**config.mk**
```make
export PLATFORM = sky130hd
export DESIGN_NAME = ts_packet_sync_pcr_extract_top
export DESIGN_NICKNAME = d
export VERILOG_FILES = /design/src/hw/rtl/tspcr_pkg.sv /design/src/hw/rtl/tspcr_sync.sv /design/src/hw/rtl/ts_packet_sync_pcr_extract_top.sv
export SDC_FILE = /design/constraint.sdc
export NUM_CORES = 2
export LEC_CHECK = 0
export BUFFER_PORTS_ARGS = -buffer_cell sky130_fd_sc_hd__buf_2
export CORE_MARGIN = 4
export CORE_UTILIZATION = 35
export DETAILED_ROUTE_END_ITERATION = 7
export GPL_TIMING_DRIVEN = 0
export MAX_ROUTING_LAYER = met4
export PLACE_DENSITY_LB_ADDON = 0.25
export REMOVE_ABC_BUFFERS = 1
export SLEW_MARGIN = 20
export SYNTH_ARGS = -nofsm -noshare
export SYNTH_HDL_FRONTEND = slang
export SYNTH_MEMORY_MAX_BITS = 65536
export SYNTH_SLANG_ARGS = --single-unit
```
**constraint.sdc**
```tcl
create_clock -name clk -period 93.2 [get_ports clk]
set_input_delay 27.96 -clock clk [delete_from_list [all_inputs] [get_ports clk]]
set_output_delay 27.96 -clock clk [all_outputs]
set_load 0.05 [all_outputs]
```
**src/hw/rtl/tspcr_pkg.sv**
```systemverilog
// package for the transport-stream sync and pcr extractor
// constants, result record and port widths; no dependencies
`timescale 1ns / 1ps

package tspcr_pkg;

  // window geometry
  localparam int MAX_PACKET_BYTES = 204;
  localparam int WINDOW_DEPTH     = 3 * MAX_PACKET_BYTES;
  // the newest byte is never looked at before it moves, so one slot less is stored
  localparam int TAP_DEPTH        = WINDOW_DEPTH - 1;
  localparam int FILL_W           = $clog2(WINDOW_DEPTH);

  // packet lengths, tried in this order
  localparam int LEN_W = 8;
  localparam logic [LEN_W-1:0] LEN_188 = LEN_W'(188);
  localparam logic [LEN_W-1:0] LEN_196 = LEN_W'(196);
  localparam logic [LEN_W-1:0] LEN_204 = LEN_W'(204);

  // header codes
  localparam logic [7:0] SYNC_BYTE     = 8'h47;
  localparam logic [7:0] PID_HI_MASK   = 8'h1F;
  localparam logic [7:0] AF_PRESENT    = 8'h20;
  localparam logic [7:0] PCR_FLAG      = 8'h10;
  localparam logic [7:0] AF_MIN_LENGTH = 8'd7;

  localparam int PID_W = 13;
  localparam int PCR_W = 33;

  // stream port widths
  localparam int PAYLOAD_W = 8 + LEN_W + PID_W + PCR_W;
  localparam int TDATA_W   = ((PAYLOAD_W + 7) / 8) * 8;
  localparam int PAD_W     = TDATA_W - PAYLOAD_W;
  localparam int TUSER_W   = 2;
  localparam int IN_DATA_W = 8;

  typedef struct packed {
    logic [7:0]       out_byte;
    logic             packet_first;
    logic             packet_last;
    logic [LEN_W-1:0] packet_length;
    logic             pcr_valid;
    logic [PID_W-1:0] pcr_pid;
    logic [PCR_W-1:0] pcr_base;
  } result_t;

endpackage

```
**src/hw/rtl/tspcr_sync.sv**
```systemverilog
// lookahead window, sync search and pcr decode for one byte per beat
// depends on tspcr_pkg
`timescale 1ns / 1ps

module tspcr_sync (
  input  logic             clk,
  input  logic             rst,
  input  logic             in_accept,
  input  logic [7:0]       data_byte,
  output logic             res_valid,
  output tspcr_pkg::result_t res
);
  import tspcr_pkg::*;

  logic [7:0]        win [0:TAP_DEPTH-1];
  logic [FILL_W-1:0] fill_count;
  logic [LEN_W-1:0]  bytes_left;
  logic [LEN_W-1:0]  current_length;

  logic             full;
  logic             at_boundary;
  logic             sync_188, sync_196, sync_204;
  logic             found;
  logic [LEN_W-1:0] len_sel;
  logic [LEN_W-1:0] len_eff;
  logic [LEN_W-1:0] left_eff;
  logic             pcr_hit;

  assign full        = (fill_count == FILL_W'(TAP_DEPTH));
  assign at_boundary = (bytes_left == '0);

  // sync byte at the start and one and two lengths on
  assign sync_188 = (win[0] == SYNC_BYTE) && (win[188] == SYNC_BYTE) &&
                    (win[2*188] == SYNC_BYTE);
  assign sync_196 = (win[0] == SYNC_BYTE) && (win[196] == SYNC_BYTE) &&
                    (win[2*196] == SYNC_BYTE);
  assign sync_204 = (win[0] == SYNC_BYTE) && (win[204] == SYNC_BYTE) &&
                    (win[2*204] == SYNC_BYTE);
  assign found    = sync_188 || sync_196 || sync_204;

  always_comb begin
    if (sync_188) begin
      len_sel = LEN_188;
    end else if (sync_196) begin
      len_sel = LEN_196;
    end else begin
      len_sel = LEN_204;
    end
  end

  assign len_eff  = at_boundary ? len_sel : current_length;
  assign left_eff = at_boundary ? len_sel : bytes_left;

  assign pcr_hit = at_boundary && found &&
                   ((win[3] & AF_PRESENT) != '0) &&
                   ((win[5] & PCR_FLAG) != '0) &&
                   (win[4] >= AF_MIN_LENGTH);

  assign res_valid = full && (!at_boundary || found);

  always_comb begin
    res.out_byte      = win[0];
    res.packet_first  = at_boundary;
    res.packet_last   = (left_eff == LEN_W'(1));
    res.packet_length = len_eff;
    res.pcr_valid     = pcr_hit;
    res.pcr_pid       = pcr_hit ? {win[1][4:0] & PID_HI_MASK[4:0], win[2]} : '0;
    res.pcr_base      = pcr_hit ? {win[6], win[7], win[8], win[9], win[10][7]} : '0;
  end

  // shift line, no reset: nothing is read before it has been filled
  always_ff @(posedge clk) begin
    if (in_accept) begin
      for (int i = 0; i < TAP_DEPTH - 1; i++) begin
        win[i] <= win[i+1];
      end
      win[TAP_DEPTH-1] <= data_byte;
    end
  end

  always_ff @(posedge clk) begin
    if (rst) begin
      fill_count     <= '0;
      bytes_left     <= '0;
      current_length <= LEN_188;
    end else if (in_accept) begin
      if (!full) begin
        fill_count <= fill_count + FILL_W'(1);
      end else if (res_valid) begin
        current_length <= len_eff;
        bytes_left     <= left_eff - LEN_W'(1);
      end
    end
  end

endmodule

```
**src/hw/rtl/ts_packet_sync_pcr_extract_top.sv**
```systemverilog
// top level of the transport-stream packet synchronizer and pcr extractor
// depends on tspcr_pkg and tspcr_sync
`timescale 1ns / 1ps

// Usage
// - slave stream: one raw transport-stream byte per beat on s_tdata[7:0]
// - master stream: one packet byte per beat; tuser[0] marks the sync byte
//   that opens a packet, tlast the final byte; the first beat also carries
//   the pid and 33-bit pcr base when the adaptation field holds a pcr
// - lengths 188, 196 and 204 are recognized (in that order) by sync bytes at
//   one and two packet lengths ahead of the packet start
// - output: a packet byte is registered, in the output or skid register, by the
//   input beat that pushes it out of the 612-byte lookahead window
// - throughput: one beat per cycle while s_tready is high; the sync check and
//   pcr decode are fixed-position compares on window taps between the window
//   and the output register
// - after reset the window is empty: the first 611 input beats give no
//   output; bytes that fail the sync test at a packet start are dropped,
//   and a tail shorter than the window is never released
// - stall: an output register plus a one-beat skid register; s_tready only
//   drops while the skid register holds a beat, so input keeps flowing after
//   m_tready falls until a beat is pushed into the skid register
module ts_packet_sync_pcr_extract_top (
  input  logic                            clk,
  input  logic                            rst,
  input  logic                            s_tvalid,
  output logic                            s_tready,
  input  logic [tspcr_pkg::IN_DATA_W-1:0] s_tdata,   // [7:0] data_byte
  output logic                            m_tvalid,
  input  logic                            m_tready,
  // [7:0] out_byte, [15:8] packet_length, [28:16] pcr_pid, [61:29] pcr_base,
  // [63:62] zero
  output logic [tspcr_pkg::TDATA_W-1:0]   m_tdata,
  output logic                            m_tlast,   // packet_last
  output logic [tspcr_pkg::TUSER_W-1:0]   m_tuser    // [0] packet_first, [1] pcr_valid
);
  import tspcr_pkg::*;

  logic    in_accept;
  logic    res_valid;
  result_t res;

  // output register and skid register
  result_t out_reg;
  logic    out_valid;
  result_t skid;
  logic    skid_valid;

  logic    pop;
  logic    push;

  assign s_tready  = !skid_valid;
  assign in_accept = s_tvalid && s_tready;

  tspcr_sync u_sync (
    .clk       (clk),
    .rst       (rst),
    .in_accept (in_accept),
    .data_byte (s_tdata[7:0]),
    .res_valid (res_valid),
    .res       (res)
  );

  assign pop  = out_valid && m_tready;
  assign push = in_accept && res_valid;

  // skid only fills when the output register is held; s_tready keeps a
  // second push from arriving while skid is occupied
  always_ff @(posedge clk) begin
    if (rst) begin
      out_valid  <= 1'b0;
      skid_valid <= 1'b0;
    end else if (pop || !out_valid) begin
      if (skid_valid) begin
        out_reg    <= skid;
        out_valid  <= 1'b1;
        skid_valid <= 1'b0;
      end else if (push) begin
        out_reg   <= res;
        out_valid <= 1'b1;
      end else begin
        out_valid <= 1'b0;
      end
    end else if (push) begin
      skid       <= res;
      skid_valid <= 1'b1;
    end
  end

  // stream packing, lowest field first
  assign m_tvalid = out_valid;
  assign m_tdata  = {{PAD_W{1'b0}}, out_reg.pcr_base, out_reg.pcr_pid,
                     out_reg.packet_length, out_reg.out_byte};
  assign m_tlast  = out_reg.packet_last;
  assign m_tuser  = {out_reg.pcr_valid, out_reg.packet_first};

endmodule

```
# Word-level counts from Yosys, hierarchy flattened
# Memory sizes are Yosys's and may differ from the RTL's.
# Cells that the tools add are included.
[classes]
add_sub_neg = 2
magnitude_cmp = 1
n_eq_ne = 9
muxes = 12
n_bitwise = 3
reduce_logical = 28
[ops]
columns = ["operator", "n"]
rows = [
  ["2-to-1 mux 65 bit", 2],
  ["== test 8 x 7 -> 1 bit (second input constant)", 7],
  ["2-to-1 mux 33 bit", 1],
  ["2-to-1 mux 8 bit", 2],
  ["logical AND 1 bit", 14],
  ["2-to-1 mux 13 bit", 1],
  ["adder 10 x 1 -> 10 bit (second input constant)", 1],
  ["== test 10 bit (second input constant)", 1],
  ["AND reduction 3 bit", 3],
  ["== test 8 x 1 -> 1 bit (second input constant)", 1],
  ["greater-or-equal comparator 8 x 3 -> 1 bit (second input constant)", 1],
  ["zero test 8 bit", 1],
  ["subtractor 8 x 1 -> 8 bit (second input constant)", 1],
  ["2-to-1 mux 7 bit", 1],
  ["logical OR 1 bit", 4],
  ["2-to-1 mux 1 bit", 4],
  ["2-to-1 mux 4 bit", 1],
  ["zero test 1 bit", 3],
  ["inverter 1 bit", 3],
  ["AND reduction 2 bit", 1],
  ["nonzero test 2 bit", 1],
  ["OR reduction 2 bit", 1],
]
[totals]
regBits = 158
ramBits = 4888
memories = 1
[memory_table]
columns = ["name", "depth", "width", "rd", "rd_ports_with_merged_regs", "write_ports", "line_no", "rtl"]
rows = [
  ["u_sync.win", 611, 8, 611, 0, 611, "tspcr_sync.sv:15", "logic [7:0] win [0:TAP_DEPTH-1];"],
]

# Logic depth before layout (Yosys ltp)
# An unclocked memory read counts as a cell.
[logic_depth]
depth_word = 13
mapped_depth = 9
depth_no_buf = 8

# Modules after synthesis
# A second synthesis with hierarchy kept.
[unflattened]
cells_unflattened = 5347
hier_area_um2 = 153577.3
[by_module_without_submodules]
columns = ["mod", "n_inst", "cells_each", "area_per_inst_um2"]
rows = [
  ["tspcr_sync", 1, 5129, 148738.9],
  ["ts_packet_sync_pcr_extract_top", 1, 218, 4838.4],
]

# Worst setup path before layout
# Ideal clock, no wire load.
[synth_timing]
kind = "input port to flip-flop"
start = "in s_tvalid"
end = "reg skid[0] in the netlist's numbering, enable pin"
setup_ns = 0.568
t_arrival_ns = 90.108
required_time_ns = 92.632
slack_ns = 2.525
cell_stages = 6
n_path_buf = 1
cell_sequence = "nand2b_1 inv_2 and4_1 buf_2 o21ai_1 nor3_1"
[synth_between]
elab_chain_cells = 3
[synth_lines]
columns = ["item", "line_no", "rtl"]
rows = [
  ["start: declaration", "ts_packet_sync_pcr_extract_top.sv:26", "input logic s_tvalid,"],
  ["logical AND 1 bit", "ts_packet_sync_pcr_extract_top.sv:53", "assign in_accept = s_tvalid && s_tready;"],
  ["net in_accept", "ts_packet_sync_pcr_extract_top.sv:39", "logic in_accept;"],
  ["logical AND 1 bit", "ts_packet_sync_pcr_extract_top.sv:65", "assign push = in_accept && res_valid;"],
  ["AND reduction 3 bit (no line)", "n/a", ""],
  ["end signal: assignment", "ts_packet_sync_pcr_extract_top.sv:85", "skid <= res;"],
  ["end: declaration", "ts_packet_sync_pcr_extract_top.sv:46", "result_t skid;"],
]
# The timed path passes the listed nets, and every way through them passes these cells.
# A chain may end at the register's enable or synchronous reset.

==> results by group <==
Critical path
  – CP dominant cell by count: buf_16
  – Startpoint Class: input pin
  – Critical Path Sink Type: flip-flop
  – Critical Path AT: 32350 ps
  – Crit Path Class: input pin to flip-flop
  – CP peak stage delay: approximately 450 ps
  – Max stage delay cell, worst path: buf_16
  – Critical Path RT: around 94000 ps
  – Critical Path, Cell by Cell: buf_2, nand2b_1, inv_8, buf_16, buf_16, buf_16, buf_16, buf_16, buf_16, buf_16, buf_16
  – CP max FO: 121
  – Reg2Reg Depth: 10

Timing
  – WHS: 376 ps
  – Setup ws final: 61410 ps
  – Period Utilization, post-route: 0.341
  – Worst Tran Pin Value: ~960 ps
  – RSZ-0062 raised after global routing: false
  – Count of final hold-check violations: 0
  – Max-slew violations: 0
  – Clock skew: 68.7 ps
  – Setup-failing EPs final: 0
  – Max Fclk: around 31 MHz
  – Min Tclk post-route: between 30000 and 40000 ps
  – Relative slew slack: 0.351
  – Setup TNS: 0 ps

Power and ir drop
  – Final Total Pwr: around 4.6 mW
  – Maximum VDD drop: 0.0173 mV
  – Pwr dens: 25.8 nW/um^2
  – Pleak: 58.8 nW

Floorplan
  – Die height: 670 microns
  – FP Rows: 242
  – Core region area: 436000 sq um
  – Starting Density: 0.352
  – IO Pins: 81
  – DIE WIDTH: 670 microns
  – Die area: 449000 sq um

Synthesis
  – Asr flop ratio synth: 0
  – Library cells used by synthesis: 58
  – Mapped Area: 154000 sq um
  – Area leader, netlist: edfxtp_1
  – Synth top area cells: edfxtp_1 98%, dfxtp_1 0.37%, mux2_2 0.30%, mux2_4 0.20%, and2_1 0.13%
  – Most common flop cell mapped by yosys: edfxtp_1
  – Top cell type's share of synthesized area: 0.981
  – Synthesized flop and latch total: 5046
  – Post-synthesis sequential area ratio: 0.985
  – Post-synth EDFFs: 5018
  – Avg Cell Area, Syn: about 29 sq um
  – Synth warnings: 0
  – Cell count after synthesis: 5335

Clocking
  – Count of cells resized by post-cts repair: 0
  – Worst skew pair latency: 940 ps
  – Num CTS Buffers: 482
  – Bufs on Longest Clock Path: 4
  – CTS tree: built
  – Hold buffers post-CTS: 0
  – CTS H-tree depth: 5
  – Clock slew at reported path FFs: 60 ps
  – CTS root buffer: clkbuf_16
  – CTS sink count: 5046
  – Post-CTS Setup Inserts: 0

Cells and area
  – Post-route cell area: 178000 sq um
  – Post-route insts no fill: roughly 12000
  – Layout fillers: about 37000
  – Fraction of layout cells with a size suffix above 1: 0.142
  – Final Util: 0.408
  – Commonest non-fill, non-tap cell in the layout: edfxtp_1
  – Layout area overhead: 15.7%
  – Fin nets: 5953
  – Most frequent cells in the layout: 5018 x edfxtp_1, 485 x clkbuf_16, 114 x clkinv_1

Global routing
  – Initial antenna violation count: 3
  – GR Overflow Total: 0
  – Vias in the first global route: 51153
  – First-pass GRT wire length: 290000 microns
  – GR Util All Layers: 0.0786
  – Largest net degree at the start of global routing: 129

Hold path
  – Worst Hold Depth: 0
  – HP Class: flip-flop to flip-flop

Routing
  – Via count: approximately 51000
  – DRC errors left: 0
  – Routed wire length: roughly 180000 microns
  – Drt first pass iters: 5
  – WL/cell: 15.0 microns
  – ANT nets after route: 0
  – Initial drt markers: 4575
  – Vias/cell: 4.24

Place
  – Placed cell count: 11187
  – DP Area: 162000 sq um
  – IO buf count: 78
  – HPWL Detailed: 75300 microns
  – GPL Wtd Cong: about 0.7
  – Pre-CTS setup slack: 60280 ps

Flow run
  – # Max-Cap Violations: 0

Status
  – Status: finished, final reports clean
[power breakdown]
part / switching, mW / total, mW / internal [mW]
logic: 0.0398 / 0.0459 / 0.00610
registers: 0.0349 / 2.67 / 2.63
clock network: 0.804 / 1.87 / 1.06
[final cells by class]
class / count / area, sq um / share of cell area
Inverter: 9 / 43.8 / 0.000246
Sequential cell: 5046 / 151000 / 0.851
Multi-Input combinational cell: 261 / 2180 / 0.0123
Clock inverter: 297 / 2670 / 0.0150
Timing Repair Buffer: 137 / 1840 / 0.0103
Clock buffer: 589 / 12600 / 0.0707
Antenna cell: 1 / 2.50 / 0.0000141
Tap cell: 5734 / 7170 / 0.0404
[path summary, 6_finish.rpt]
path,from,to,slack (ps)
max,s_tvalid,u_sync.win[291][4],61410
min,u_sync.win[128][12],u_sync.win[128][4],380
max reg2reg,skid_valid,u_sync.win[291][4],87750
min reg2reg,u_sync.win[128][12],u_sync.win[128][4],380
[cell usage after synthesis, drive strengths merged (5+ instances only)]
cell and n:
dfxtp 28, and2 51, nand2 18, and4b 9
o21ai 5, a21oi 7, a31oi 7, mux2 61
nand4 6, buf 9, inv 8, nor4b 8
nor2 19, xor2 6, clkbuf 11, nand2b 6
edfxtp 5018
[metal layers]
| metal | global-route usage | up-vias | routed length [microns] |
|---|---|---|---|
| met2 | 0.0960 | 831 | 69400 |
| met3 | 0.0181 | 519 | 8640 |
| met1 | 0.124 | 26759 | 96200 |
| met5 | - | - | 0 |
| li1 | - | 23043 | - |
| met4 | 0.0325 | 0 | 6740 |
[cells by family (layout without fill, tap and decap cells)]
group                    count (synthesis)  count (layout)  synth area share
other                                    1               3         0.0000244
buffers and inverters                   29            1032          0.000929
AND/OR/NAND/NOR                        140             140           0.00594
XOR/XNOR                                 7               7          0.000399
AO/OA/AOI/OAI                           46              46           0.00228
multiplexers                            62              62           0.00503
adder cells (fa/ha/maj)                  4               4          0.000326
flip-flops                            5046            5046             0.985
[state kept, by name, summed over array words and instances, names as in the netlist, 2 cells and up]
signal,count
m_tdata,62
u_sync.bytes_left,8
u_sync.current_length,8
m_tuser,2
u_sync.fill_count,10
u_sync.win,4888
skid,65
[critical path, delay by kind of cell]
kind                   cells  cell delay (ps)
buffers and inverters     10             3680
AND/OR/NAND/NOR            1              160
Note: power is estimated with default switching activity, not from simulation.
